## src/rtl/cep_pkg.sv

```systemverilog
// ----------------------------------------------------------------------------
// cep_pkg
// shared widths, register codes, result type and the crc-16 byte update
// ----------------------------------------------------------------------------
package cep_pkg;

  localparam int ADDR_W           = 12;
  localparam int LEN_W            = 9;
  localparam int BYTE_W           = 8;
  localparam int CRC_W            = 16;
  localparam int MAX_PACKET_BYTES = 256;
  localparam int CFG_IDX_W        = 2;
  localparam int CFG_DATA_W       = 12;
  localparam int FIFO_DEPTH       = 4;
  localparam int PTR_W            = $clog2(FIFO_DEPTH);
  localparam int CNT_W            = $clog2(FIFO_DEPTH + 1);
  localparam int MAX_PUSH         = 3;

  localparam logic [CRC_W-1:0] CRC16_GENERATOR = 16'h8005;
  localparam logic [LEN_W-1:0] MAX_LEN         = LEN_W'(MAX_PACKET_BYTES);

  localparam logic [CFG_IDX_W-1:0] REG_BASE_ADDRESS  = 2'd0;
  localparam logic [CFG_IDX_W-1:0] REG_PACKET_LENGTH = 2'd1;
  localparam logic [CFG_IDX_W-1:0] REG_TRANSFER_MODE = 2'd2;

  localparam logic MODE_WRITE = 1'b0;
  localparam logic MODE_READ  = 1'b1;

  typedef struct packed {
    logic [ADDR_W-1:0] mem_address;
    logic [BYTE_W-1:0] out_byte;
    logic              is_checksum;
    logic              last;
    logic              checksum_ok;
  } result_t;

  // 24-bit shift register form: crc in the upper 16 bits, byte below
  function automatic logic [CRC_W-1:0] crc_update(input logic [CRC_W-1:0] crc,
                                                  input logic [BYTE_W-1:0] data);
    logic [CRC_W+BYTE_W-1:0] r;
    r = {crc, data};
    for (int i = 0; i < BYTE_W; i++) begin
      if (r[CRC_W+BYTE_W-1]) begin
        r = {r[CRC_W+BYTE_W-2:0], 1'b0} ^ {CRC16_GENERATOR, {BYTE_W{1'b0}}};
      end else begin
        r = {r[CRC_W+BYTE_W-2:0], 1'b0};
      end
    end
    return r[CRC_W+BYTE_W-1:BYTE_W];
  endfunction

endpackage

```

## src/rtl/crc16_checked_eeprom_packet.sv

```systemverilog
// ----------------------------------------------------------------------------
// crc16_checked_eeprom_packet
// crc-16 checked packet streamer for a byte-addressed nonvolatile memory
// ----------------------------------------------------------------------------
// usage:
//   s_* carries packet bytes in; m_* carries one transaction per memory byte
//   with its address. configure base_address, packet_length and
//   transfer_mode through cfg_we/cfg_index/cfg_data between packets.
//   write mode: each data byte gives one result; the final data byte gives
//   three (data, crc low, crc high with tlast).
//   read mode: data bytes, then the stored crc low and high bytes; the high
//   byte carries tlast and the compare flag.
// timing:
//   an accepted byte is processed in the accept cycle (byte-wide crc update)
//   and its results land in a four-entry output queue; with an empty queue
//   the first result is on m_* in the cycle after the accept. throughput is
//   one byte per cycle while m_tready stays high; after a final write-mode
//   byte the input waits until the queue drains the extra checksum results.
// reset and stall:
//   rst empties the queue and returns to the first packet byte with default
//   registers. while m_tready is low the queue holds; s_tready drops once
//   fewer than three entries are free.
// ----------------------------------------------------------------------------
module crc16_checked_eeprom_packet
  import cep_pkg::*;
(
  input  logic                  clk,
  input  logic                  rst,
  input  logic                  s_tvalid,
  output logic                  s_tready,
  input  logic [7:0]            s_tdata,   // data_byte[7:0]
  output logic                  m_tvalid,
  input  logic                  m_tready,
  output logic [23:0]           m_tdata,   // mem_address[11:0], out_byte[19:12], zero[23:20]
  output logic [1:0]            m_tuser,   // is_checksum[0], checksum_ok[1]
  output logic                  m_tlast,
  input  logic                  cfg_we,
  input  logic [CFG_IDX_W-1:0]  cfg_index,
  input  logic [CFG_DATA_W-1:0] cfg_data
);

  logic [ADDR_W-1:0] base_address;
  logic [LEN_W-1:0]  packet_length;
  logic              transfer_mode;

  logic [CRC_W-1:0]  crc_value, crc_value_next;
  logic [LEN_W-1:0]  byte_index, byte_index_next;
  logic [BYTE_W-1:0] stored_crc_low, stored_crc_low_next;

  result_t           fifo [FIFO_DEPTH];
  logic [PTR_W-1:0]  wr_ptr, rd_ptr;
  logic [CNT_W-1:0]  count;

  result_t           res [MAX_PUSH];
  logic [1:0]        push_count;
  logic [LEN_W-1:0]  len_eff;
  logic [LEN_W:0]    idx_inc;
  logic [CRC_W-1:0]  crc_fed;
  logic [ADDR_W-1:0] addr0;
  logic              accept, pop;

  assign accept   = s_tvalid && s_tready;
  assign pop      = m_tvalid && m_tready;
  assign s_tready = (count <= CNT_W'(FIFO_DEPTH - MAX_PUSH));

  always_ff @(posedge clk) begin
    if (rst) begin
      base_address  <= '0;
      packet_length <= LEN_W'(1);
      transfer_mode <= MODE_WRITE;
    end else if (cfg_we) begin
      case (cfg_index)
        REG_BASE_ADDRESS:  base_address  <= cfg_data[ADDR_W-1:0];
        REG_PACKET_LENGTH: packet_length <= cfg_data[LEN_W-1:0];
        REG_TRANSFER_MODE: transfer_mode <= cfg_data[0];
        default: ;
      endcase
    end
  end

  always_comb begin
    if (packet_length == '0) begin
      len_eff = LEN_W'(1);
    end else if (packet_length > MAX_LEN) begin
      len_eff = MAX_LEN;
    end else begin
      len_eff = packet_length;
    end
    idx_inc = {1'b0, byte_index} + (LEN_W+1)'(1);
    crc_fed = crc_update(crc_value, s_tdata);
    addr0   = base_address + ADDR_W'(byte_index);

    crc_value_next      = crc_value;
    byte_index_next     = byte_index;
    stored_crc_low_next = stored_crc_low;
    push_count          = 2'd1;
    for (int k = 0; k < MAX_PUSH; k++) begin
      res[k] = '0;
    end
    res[0].mem_address = addr0;
    res[0].out_byte    = s_tdata;

    if (transfer_mode == MODE_WRITE) begin
      crc_value_next = crc_fed;
      if (idx_inc >= {1'b0, len_eff}) begin
        push_count         = 2'd3;
        res[1].mem_address = addr0 + ADDR_W'(1);
        res[1].out_byte    = crc_fed[7:0];
        res[1].is_checksum = 1'b1;
        res[2].mem_address = addr0 + ADDR_W'(2);
        res[2].out_byte    = crc_fed[15:8];
        res[2].is_checksum = 1'b1;
        res[2].last        = 1'b1;
        crc_value_next      = '0;
        byte_index_next     = '0;
        stored_crc_low_next = '0;
      end else begin
        byte_index_next = idx_inc[LEN_W-1:0];
      end
    end else if (byte_index < len_eff) begin
      crc_value_next  = crc_fed;
      byte_index_next = idx_inc[LEN_W-1:0];
    end else if (byte_index == len_eff) begin
      res[0].is_checksum  = 1'b1;
      stored_crc_low_next = s_tdata;
      byte_index_next     = idx_inc[LEN_W-1:0];
    end else begin
      res[0].is_checksum  = 1'b1;
      res[0].last         = 1'b1;
      res[0].checksum_ok  = ({s_tdata, stored_crc_low} == crc_value);
      crc_value_next      = '0;
      byte_index_next     = '0;
      stored_crc_low_next = '0;
    end
  end

  always_ff @(posedge clk) begin
    if (rst) begin
      crc_value      <= '0;
      byte_index     <= '0;
      stored_crc_low <= '0;
    end else if (accept) begin
      crc_value      <= crc_value_next;
      byte_index     <= byte_index_next;
      stored_crc_low <= stored_crc_low_next;
    end
  end

  // output queue
  always_ff @(posedge clk) begin
    if (accept) begin
      for (int k = 0; k < MAX_PUSH; k++) begin
        if (k < int'(push_count)) begin
          fifo[wr_ptr + PTR_W'(k)] <= res[k];
        end
      end
    end
  end

  always_ff @(posedge clk) begin
    if (rst) begin
      wr_ptr <= '0;
      rd_ptr <= '0;
      count  <= '0;
    end else begin
      if (accept) begin
        wr_ptr <= wr_ptr + PTR_W'(push_count);
      end
      if (pop) begin
        rd_ptr <= rd_ptr + PTR_W'(1);
      end
      count <= count + (accept ? CNT_W'(push_count) : CNT_W'(0))
                     - (pop ? CNT_W'(1) : CNT_W'(0));
    end
  end

  assign m_tvalid = (count != '0);
  assign m_tdata  = {4'b0000, fifo[rd_ptr].out_byte, fifo[rd_ptr].mem_address};
  assign m_tuser  = {fifo[rd_ptr].checksum_ok, fifo[rd_ptr].is_checksum};
  assign m_tlast  = fifo[rd_ptr].last;

endmodule

```

## config.mk

```make
export PLATFORM = sky130hd
export DESIGN_NAME = crc16_checked_eeprom_packet
export DESIGN_NICKNAME = d
export VERILOG_FILES = /design/src/rtl/cep_pkg.sv /design/src/rtl/crc16_checked_eeprom_packet.sv
export SDC_FILE = /design/constraint.sdc
export NUM_CORES = 1
export LEC_CHECK = 0
export BUFFER_PORTS_ARGS = -buffer_cell sky130_fd_sc_hd__clkbuf_2
export CORE_MARGIN = 2
export CORE_UTILIZATION = 42
export CTS_BUF_LIST = sky130_fd_sc_hd__clkbuf_4
export DETAILED_ROUTE_END_ITERATION = 16
export PLACE_DENSITY_LB_ADDON = 0.25
export SYNTH_ARGS = -nofsm -noshare
export SYNTH_HDL_FRONTEND = slang
export SYNTH_SLANG_ARGS = --single-unit
```

## constraint.sdc

```tcl
create_clock -name clk -period 4.65 [get_ports clk]
set_clock_uncertainty 0.15 [all_clocks]
set_input_delay 0.465 -clock clk [delete_from_list [all_inputs] [get_ports clk]]
set_output_delay 0.465 -clock clk [all_outputs]
set_load 0.01 [all_outputs]
```

==> results of run 1 <==
==> tightest hold or removal path, stage by stage <==
cell	delay, ns
clkbuf_2	0.16
nand3_1	0.09
a21oi_1	0.06
==> power by group through the flow <==
| stage | combinational [mW] | sequential, mW | clock [mW] |
|---|---|---|---|
| after detailed placement | 1.60 | 1.92 | 0 |
| after global routing | 1.75 | 1.91 | 0.961 |
| after global placement | 1.58 | 1.91 | 0 |
| after floorplan | 1.08 | 1.86 | 0 |
| final | 1.61 | 1.89 | 0.886 |
| after CTS | 1.61 | 1.89 | 0.907 |
==> sequential cells by signal, summed over array words and instances, names as in the netlist, named ones only <==
register,flops
base_address,12
count,3
fifo,92
packet_length,9
byte_index,9
crc_value,16
wr_ptr,2
transfer_mode,1
stored_crc_low,8
rd_ptr,2
==> cell usage in the layout, fill, tap and decap left out, drive strengths merged, types with 5 or more instances in the layout <==
cell | synthesis | routed
nor3 | 14 | 14
nor2 | 88 | 88
dfxtp | 68 | 68
ha | 33 | 33
inv | 19 | 25
and3 | 5 | 5
clkbuf | 68 | 69
o21ai | 75 | 75
o221ai | 12 | 12
or3 | 7 | 7
nand4 | 9 | 9
clkinv | 1 | 5
nor2b | 6 | 6
a31oi | 8 | 8
xor2 | 19 | 19
nand2 | 113 | 113
buf | 17 | 42
o22ai | 9 | 9
a22oi | 29 | 29
a21oi | 62 | 62
a311oi | 5 | 5
dlygate4sd3 | 0 | 12
a221oi | 6 | 6
nand2b | 11 | 11
nor4 | 12 | 12
o21a | 8 | 8
xnor2 | 48 | 48
mux2i | 25 | 25
and2 | 6 | 6
nand3 | 37 | 37
edfxtp | 88 | 88
a221o | 9 | 9
o211ai | 10 | 10
a211oi | 12 | 12
mux4 | 23 | 23
==> how the worst max path moves through the flow <==
stage	startpoint	endpoint	slack, ns	cells past startpoint
finish	byte_index[1]$_SDFFE_PP0P_	fifo[2][21]$_DFFE_PP_	0.65	15
floorplan	byte_index[1]$_SDFFE_PP0P_	count[2]$_SDFF_PP0_	0.81	18
global route	byte_index[1]$_SDFFE_PP0P_	fifo[2][21]$_DFFE_PP_	0.34	15
detailed placement	byte_index[1]$_SDFFE_PP0P_	count[2]$_SDFF_PP0_	0.77	16
global placement	byte_index[0]$_SDFFE_PP0P_	fifo[1][22]$_DFFE_PP_	0.87	10
CTS	byte_index[1]$_SDFFE_PP0P_	fifo[2][21]$_DFFE_PP_	0.69	15
==> layer usage <==
| metal | GRT usage, % | vias up |
|---|---|---|
| met5 | 0 | - |
| met4 | 6.82 | 0 |
| met3 | 4.29 | 43 |
| met2 | 35.8 | 374 |
| met1 | 32.5 | 3850 |
| li1 | - | 3819 |
==> cell families (layout without fill, tap and decap cells) <==
family	count (synthesis)	count (layout)
AOI/OAI and AO/OA	274	274
xor gates and xnor gates	67	67
adders and majority gates	35	35
buffers and inverters	105	157
DFF	156	156
muxes	51	51
other	1	5
and+or+nand+nor	319	319
==> cell type report <==
cell class | instances | area [um2]
Antenna cell | 1 | 2.50
Multi-Input combinational cell | 750 | 5200
Inverter | 20 | 75.1
Clock inverter | 14 | 160
Fill cell | 2153 | 11900
Clock buffer | 18 | 135
Sequential cell | 156 | 4000
Tap cell | 285 | 357
Timing Repair Buffer | 105 | 703
==> results.json, run 1 <==
{
  "status": "completed",
  "share_of_synthesized_cell_area_in_and_or_nand_and_nor_gates_pct": 15.7,
  "reg2regPathDepth": 15,
  "reg2reg_to": "fifo[2][21]$_DFFE_PP_",
  "worst_setup_hold_path_clk_slew_ns": 0.15,
  "vdd_drop_max_v": 0.000172,
  "layout.core_utilization_pct": 47.1,
  "post_route_cells_drive_above_1_share_pct": 15.8,
  "worst_hold_slack_ns": 0.0739,
  "dominant_combinational_cell_family_by_area_after_synthesis": "compound AO/OA/AOI/OAI gates",
  "met1Wirelength_um": 12000,
  "chipHeight_um": 155,
  "holdPathStages": 3,
  "grt_pass1_vias": 7585,
  "clock_power_share_pct": 20.2,
  "netSwitchingFraction_pct": 37.5,
  "adder_cell_share_of_the_synthesized_area_pct": 4.72,
  "synth.most_common_cell": "nand2_1",
  "yosys_warnings": 0,
  "global_route_wire_length_before_repair_um": 43100,
  "p_leak_nw": 3.81,
  "drc": 0,
  "effective_utilization_at_floorplan_pct": 42.5,
  "met2WireLength_um": 12400,
  "ctsHtreeMaxLevel": 4,
  "synth-compound-area-share_pct": 19.0,
  "power.net_switching_mw": 1.64,
  "slew_violations": 0,
  "top_layer": "met4",
  "worstSetupPathType": "reg -> reg",
  "synthXorXnorAreaFrac_pct": 6.11,
  "pin_count_of_the_biggest_net_entering_global_routing": 64,
  "finalHoldViolCount": 0,
  "most_frequently_used_flop_master_after_synthesis": "edfxtp_1",
  "r2r_slack_ns": 0.65,
  "post-place-cells": 1304,
  "clock_tree_sinks": 156,
  "total_die_area_mm2": 0.0241,
  "path_max_fanout": 14,
  "post-route-worst-setup-slack_ns": 0.655,
  "post_placement_cell_area_mm2": 0.0102,
  "critical_path.top_delay_family": "compound AO/OA/AOI/OAI gates",
  "finalPower_mw": 4.38,
  "timing.final.setup_violations": 0,
  "overflow": 0,
  "whs_endpoint": "stored_crc_low[2]$_SDFFE_PP0P_",
  "internal-power_mw": 2.74,
  "crit_path_end_kind": "flop",
  "synth.avg_cell_area_um2": 9.52,
  "pwr-share-comb_pct": 36.7,
  "worst_ep_required_time_ns": 4.93,
  "design_area_mm2": 0.0106,
  "detail-route-antenna-nets": 0,
  "io_buffers": 51,
  "postCtsSetupRepairBufs": 0,
  "period_share_pct": 85.9,
  "rows": 55,
  "cp.buffers_inverters": 3,
  "hp-start": "s_tdata[2]",
  "syn_area_mm2": 0.00960,
  "drtPass1Iterations": 8,
  "post-dp-hpwl_um": 18900,
  "crit_slowest_cell": "dfxtp_1",
  "synth-edff-count": 88,
  "cap_violations": 0,
  "critical_path.reg2reg.startpoint": "byte_index[1]$_SDFFE_PP0P_",
  "met3_layer_wire_length_in_the_routed_design_um": 2130,
  "worstPathCellList": "ha_1, and3_1, nand3_1, nor2_1, xor2_1, ha_1, inv_1, o41ai_1, a211oi_1, a21o_1, buf_4, nor2_1, buf_4, a221o_1, a21oi_1",
  "layoutNonFillerInstCount": 1349,
  "worst_path_largest_cell_delay_ns": 0.52,
  "timing.critical_path.from_type": "flop",
  "yosysTopAreaCellShare_pct": 27.5,
  "power-per-cell-area_mw_per_mm2": 411,
  "drt_iter0_markers": 849,
  "number_of_antenna_violations_at_the_first_check_in_global_routing": 1,
  "netlist_top_cells_count": "nand2_1, edfxtp_1, nor2_1",
  "synth-seq-area-share_pct": 41.7,
  "cell_type_with_the_largest_total_area_after_synthesis": "edfxtp_1",
  "cts_hold_repair.buffers": 12,
  "place_congestion": 0.921,
  "num_io_pins": 56,
  "post_synth_main_area_contributors": "edfxtp_1, dfxtp_1, mux4_2, nand2_1, xnor2_1",
  "hold_class": "in -> reg",
  "synth.ff_latch_count": 156,
  "dieWidth_um": 155,
  "cts_resized": 0,
  "tightest_slew_ns": 0.850,
  "headroom_to_the_max_slew_limit_pct": 43.0,
  "min_period_ns": 4.00,
  "fraction_of_synthesis_flops_using_an_asynchronous_set_or_reset_pin_pct": 0,
  "place_worst_setup_slack_ns": 0.766,
  "detail_route.vias_per_cell": 5.99,
  "clk_root_buffer_cell": "clkbuf_4",
  "max_freq_ghz": 0.250,
  "number_of_nets_at_the_end_of_the_flow": 1112,
  "clock_path_buffers": 2,
  "cts_buffer_count": 17,
  "final_wirelength_um": 27000,
  "core_mm2": 0.0226,
  "global_route.usage.total_pct": 22.9,
  "seq_power_share_pct": 43.1,
  "vias": 8086,
  "wire_per_inst_um": 20.0,
  "clock_latency_ns": 0.59,
  "grt_setup_unrepaired": "no",
  "arrival_ns": 4.27,
  "post_synth_num_cell_types": 76,
  "finalSetupTns_ns": 0,
  "synth_mux_area_share_pct": 8.36,
  "area_growth_pct": 10.8,
  "netlist_instances": 1008,
  "tritoncts": "done"
}
Power figures use the tool's default switching activity.
==> inputs of run 2 (changes only) <==
==> constraint.sdc (replaced) <==
create_clock -name clk -period 4.65 [get_ports clk]
set_clock_uncertainty 0.15 [all_clocks]
set_input_delay 0.93 -clock clk [delete_from_list [all_inputs] [get_ports clk]]
set_output_delay 0.93 -clock clk [all_outputs]
set_load 0.01 [all_outputs]
==> results.json, run 2 (synthesis gave the netlist of run 1 again) <==
{
  "cts_resized": 0,
  "place_worst_setup_slack_ns": 0.636,
  "num_io_pins": 56,
  "clock_path_buffers": 2,
  "pin_count_of_the_biggest_net_entering_global_routing": 40,
  "post-dp-hpwl_um": 19000,
  "number_of_antenna_violations_at_the_first_check_in_global_routing": 1,
  "drtPass1Iterations": 5,
  "p_leak_nw": 3.74,
  "post-place-cells": 1301,
  "chipHeight_um": 155,
  "whs_endpoint": "stored_crc_low[2]$_SDFFE_PP0P_",
  "dieWidth_um": 155,
  "total_die_area_mm2": 0.0241,
  "drc": 0,
  "layout.cells.most_common": "nand2_1",
  "grt_setup_unrepaired": "no",
  "ctsHtreeMaxLevel": 4,
  "reg2reg_to": "count[2]$_SDFF_PP0_",
  "final_wirelength_um": 26800,
  "wire_per_inst_um": 20.1,
  "finalSetupTns_ns": 0,
  "postCtsSetupRepairBufs": 0,
  "clock_latency_ns": 0.59,
  "vdd_drop_max_v": 0.000176,
  "most_flops_register": "fifo",
  "largest_register_ffs": 92,
  "reg2regPathDepth": 16,
  "worstSetupPathType": "reg -> reg",
  "tightest_slew_ns": 0.930,
  "place_congestion": 0.918,
  "crit_path_end_kind": "flop",
  "hold_class": "reg -> reg",
  "r2r_slack_ns": 0.65,
  "design_area_mm2": 0.0105,
  "number_of_nets_at_the_end_of_the_flow": 1097,
  "overflow": 0,
  "area_growth_pct": 9.07,
  "headroom_to_the_max_slew_limit_pct": 37.3,
  "worst_setup_hold_path_clk_slew_ns": 0.15,
  "hp-start": "stored_crc_low[2]$_SDFFE_PP0P_",
  "post_placement_cell_area_mm2": 0.0102,
  "arrival_ns": 4.32,
  "register_area_mm2": 0.00400,
  "slew_violations": 0,
  "finalPower_mw": 4.31,
  "n_fill_cell": 2156,
  "layoutNonFillerInstCount": 1334,
  "layout.cells.most_common_list": "nand2_1, edfxtp_1, nor2_1",
  "status": "completed",
  "post-route-worst-setup-slack_ns": 0.651,
  "min_period_ns": 4.00,
  "cap_violations": 0,
  "critical_path.reg2reg.startpoint": "byte_index[1]$_SDFFE_PP0P_",
  "period_share_pct": 86.0,
  "timing.critical_path.from_type": "flop",
  "multiInputGateArea_mm2": 0.00520,
  "vias": 8050,
  "cts_buffer_count": 17,
  "global_route_wire_length_before_repair_um": 42800,
  "post_route_cells_drive_above_1_share_pct": 15.8,
  "drt_iter0_markers": 672,
  "reg.largest.list": "fifo x92, crc_value x16, base_address x12",
  "cts_hold_repair.buffers": 0,
  "core_mm2": 0.0226,
  "finalHoldViolCount": 0,
  "timing.final.setup_violations": 0,
  "detail_route.vias_per_cell": 6.03,
  "effective_utilization_at_floorplan_pct": 42.5,
  "worst_ep_required_time_ns": 4.98,
  "path_max_fanout": 9,
  "max_freq_ghz": 0.250,
  "grt_pass1_vias": 7557,
  "clock_tree_sinks": 156,
  "io_buffers": 51,
  "power-per-cell-area_mw_per_mm2": 412,
  "clk_root_buffer_cell": "clkbuf_4",
  "tritoncts": "done",
  "holdPathStages": 2,
  "worstSetupStartpoint": "byte_index[1]$_SDFFE_PP0P_",
  "rows": 55,
  "global_route.usage.total_pct": 22.7,
  "detail-route-antenna-nets": 0
}
[run 2: cell types whose count changed in the layout (fill, tap and decap cells not counted), sizes merged]
cell / delta
dlygate4sd3: -12
clkinv: +1
clkbuf: -1
clkinvlp: -1
buf: -3
bufinv: -1
inv: +2
[run 2: final cells by class]
type | count | share of cell area [%]
Inverter | 20 | 0.717
Tap cell | 285 | 3.41
Clock buffer | 17 | 1.22
Multi-Input combinational cell | 750 | 49.7
Antenna cell | 1 | 0.0239
Clock inverter | 15 | 1.48
Sequential cell | 156 | 38.2
Timing Repair Buffer | 90 | 5.23
[run 2: worst max-delay path: stages, from the launching register on]
cell and delay [ns]:
dfxtp_1 0.51, ha_1 0.30, and3_1 0.20, nand3_1 0.16, nor2_1 0.17, xor2_1 0.19
ha_1 0.17, inv_1 0.04, o41ai_1 0.06, o21ai_0 0.24, a21oi_2 0.39, nand2_1 0.17
ha_1 0.33, fa_1 0.43, xnor2_1 0.18, xnor2_1 0.14, nor2_1 0.05
[run 2: report_power, final]
| part | leakage (nW) | switching [mW] | internal, mW |
|---|---|---|---|
| sequential | 1.39 | 0.115 | 1.77 |
| combinational | 2.19 | 0.972 | 0.603 |
| clock | 0.154 | 0.562 | 0.287 |
| total | 3.74 | 1.65 | 2.66 |
[run 2: worst max path at each step]
stage | end | slack [ns] | cells past startpoint
finish | count[2]$_SDFF_PP0_ | 0.65 | 16
global route | count[2]$_SDFF_PP0_ | 0.23 | 16
CTS | count[2]$_SDFF_PP0_ | 0.62 | 16
detailed placement | count[2]$_SDFF_PP0_ | 0.64 | 16
global placement | count[2]$_SDFF_PP0_ | 0.72 | 16
floorplan | count[2]$_SDFF_PP0_ | 0.81 | 18
[run 2: per-layer routing]
| layer | global-route usage, % | part of all wire (%) | wire, um |
|---|---|---|---|
| met5 | 0 | 0 | 0 |
| met4 | 8.91 | 3.0 | 803 |
| met3 | 4.01 | 8.1 | 2180 |
| met2 | 34.2 | 44 | 11800 |
| met1 | 32.6 | 45 | 12000 |
[run 2: through the flow]
stage	utilization [%]	hold slack, ns
2_1_floorplan	-	0.270
3_3_place_gp	45.1	0.302
3_5_place_dp	45.1	0.309
4_1_cts	46.4	0.330
5_1_grt	46.4	0.346
6_report	46.4	0.326
==> inputs of run 3 (changes only) <==
Settings changed: ABC_AREA set to 1.
==> results.json, run 3 <==
{
  "cap_violations": 0,
  "detail_route.vias_per_cell": 5.57,
  "final_wirelength_um": 27000,
  "clock_tree_sinks": 156,
  "whs_endpoint": "fifo[2][0]$_SDFFE_PP0P_",
  "post_synth_main_area_contributors": "edfxtp_1, dfxtp_1, nand2_1, nor2_1, o21ai_0",
  "max_freq_ghz": 0.244,
  "core_mm2": 0.0225,
  "crit_top_cell": "ha_1",
  "arrival_ns": 4.41,
  "tightest_slew_ns": 0.937,
  "vdd_drop_max_v": 0.000186,
  "drt_iter0_markers": 907,
  "pin_count_of_the_biggest_net_entering_global_routing": 46,
  "post-dp-hpwl_um": 19600,
  "grt_setup_unrepaired": "no",
  "wire_per_inst_um": 17.5,
  "syn_area_mm2": 0.00958,
  "drc": 0,
  "timing.critical_path.from_type": "flop",
  "cts_buffer_count": 17,
  "hp-start": "fifo[2][0]$_SDFFE_PP0P_",
  "yosys_warnings": 0,
  "r2r_slack_ns": 0.55,
  "io_buffers": 51,
  "rows": 55,
  "worstSetupPathType": "reg -> reg",
  "place_worst_setup_slack_ns": 0.579,
  "global_route.usage.total_pct": 23.2,
  "ctsHtreeMaxLevel": 4,
  "grt_pass1_vias": 7975,
  "min_period_ns": 4.10,
  "crit_slowest_cell": "dfxtp_1",
  "reg.largest.list": "fifo x92, crc_value x16, base_address x12",
  "synth.most_common_cell": "nand2_1",
  "cts_hold_repair.buffers": 0,
  "layoutNonFillerInstCount": 1547,
  "number_of_nets_at_the_end_of_the_flow": 1309,
  "cell_type_with_the_largest_total_area_after_synthesis": "edfxtp_1",
  "headroom_to_the_max_slew_limit_pct": 37.5,
  "layout.core_utilization_pct": 46.6,
  "layout.cells.most_common_list": "nand2_1, nor2_1, o21ai_0",
  "post-route-worst-setup-slack_ns": 0.553,
  "netlist_instances": 1209,
  "postCtsSetupRepairBufs": 0,
  "drtPass1Iterations": 5,
  "slew_violations": 0,
  "hold_class": "reg -> reg",
  "synth-edff-count": 88,
  "dieWidth_um": 155,
  "total_die_area_mm2": 0.0240,
  "most_frequently_used_flop_master_after_synthesis": "edfxtp_1",
  "netlist_top_cells_count": "nand2_1, nor2_1, o21ai_0",
  "post_synth_num_cell_types": 50,
  "chipHeight_um": 155,
  "worstPathCellList": "ha_1, nand3_1, nor2_1, nand3_1, xnor2_1, ha_1, nand2_1, or2_2, nand3_2, nand2_4, inv_2, nand2_1, ha_1, fa_1, xor2_1, inv_1, nor2_1",
  "most_flops_register": "fifo",
  "crit_path_end_kind": "flop",
  "power-per-cell-area_mw_per_mm2": 428,
  "detail-route-antenna-nets": 0,
  "fraction_of_synthesis_flops_using_an_asynchronous_set_or_reset_pin_pct": 0,
  "effective_utilization_at_floorplan_pct": 42.6,
  "largest_register_ffs": 92,
  "n_fill_cell": 2250,
  "area_growth_pct": 9.56,
  "layout.cells.most_common": "nand2_1",
  "number_of_antenna_violations_at_the_first_check_in_global_routing": 1,
  "vias": 8623,
  "synth.avg_cell_area_um2": 7.92,
  "synth.ff_latch_count": 156,
  "clock_latency_ns": 0.59,
  "status": "completed",
  "timing.final.setup_violations": 0,
  "worst_ep_required_time_ns": 4.96,
  "yosysTopAreaCellShare_pct": 27.6,
  "p_leak_nw": 4.19,
  "tritoncts": "done",
  "global_route_wire_length_before_repair_um": 43800,
  "critical_path.reg2reg.startpoint": "byte_index[1]$_SDFFE_PP0P_",
  "overflow": 0,
  "reg2regPathDepth": 17,
  "reg2reg_to": "count[2]$_SDFF_PP0_",
  "worst_path_largest_cell_delay_ns": 0.50,
  "period_share_pct": 88.1,
  "cts_resized": 0,
  "finalPower_mw": 4.49,
  "finalHoldViolCount": 0,
  "holdPathStages": 2,
  "synth-seq-area-share_pct": 41.8,
  "worst_setup_hold_path_clk_slew_ns": 0.13,
  "post_route_cells_drive_above_1_share_pct": 12.1,
  "clk_root_buffer_cell": "clkbuf_4",
  "path_max_fanout": 18,
  "finalSetupTns_ns": 0,
  "clock_path_buffers": 2,
  "num_io_pins": 56,
  "post-place-cells": 1513,
  "place_congestion": 0.912
}
-- run 3: cell types whose count changed in the layout (fill, tap and decap cells not counted), moves of 25 or more --
cell / delta
mux2i_1: -25
o21ai_0: +27
nand2_1: +165
inv_1: +76
nor2_1: +50
nand3_1: +31
xnor2_1: -29
-- run 3: worst max-delay path by stage --
stage,start,end,cells after the start
2_1_floorplan,byte_index[1]$_SDFFE_PP0P_,count[2]$_SDFF_PP0_,18
3_3_place_gp,byte_index[1]$_SDFFE_PP0P_,count[2]$_SDFF_PP0_,17
3_5_place_dp,byte_index[1]$_SDFFE_PP0P_,count[2]$_SDFF_PP0_,17
4_1_cts,byte_index[1]$_SDFFE_PP0P_,fifo[0][19]$_DFFE_PP_,14
5_1_grt,packet_length[4]$_SDFFE_PP0P_,fifo[1][10]$_DFFE_PP_,19
6_report,byte_index[1]$_SDFFE_PP0P_,count[2]$_SDFF_PP0_,17
-- run 3: per-stage QoR --
stage	hold WS [ns]	instance area (um2)
3_5_place_dp	0.314	10100
6_report	0.334	10500
3_3_place_gp	0.303	10100
2_1_floorplan	0.286	9590
5_1_grt	0.359	10500
4_1_cts	0.326	10500
-- run 3: logic make-up after synthesis --
family / share of synthesized area (%)
DFF: 41.8
and+or+nand+nor: 25.9
AOI/OAI and AO/OA: 15.8
buffers and inverters: 6.65
xor gates and xnor gates: 5.03
other: 0.0392
adders and majority gates: 4.73
-- run 3: per-layer routing --
metal | up-vias | global-route usage (%) | wire length [um]
met1 | 3995 | 33.6 | 12800
met3 | 48 | 4.07 | 1830
met5 | - | 0 | 0
li1 | 4246 | - | -
met4 | 0 | 6.61 | 516
met2 | 334 | 35.8 | 11800
-- run 3: layout make-up --
type,count,area (um2),area share (%)
inverter,103,387,3.69
antenna,2,5.00,0.0477
sequential,156,4000,38.2
multi-input combinational,898,4950,47.1
clock inverter,12,213,2.03
clock buffer,20,150,1.43
timing repair buffer,71,430,4.10
tap,285,357,3.40
-- run 3: where the power goes --
part	switching (mW)	internal (mW)	leakage (nW)
sequential	0.113	1.78	1.38
combinational	1.08	0.480	2.62
clock	0.526	0.509	0.192
total	1.72	2.77	4.19
-- run 3: critical path, delay by kind of cell, from the launching register on --
kind	cells	cell delay, ns
xor gates and xnor gates	2	0.33
adders and majority gates	4	1.34
buffers and inverters	2	0.38
and+or+nand+nor	9	1.28
DFF	1	0.50
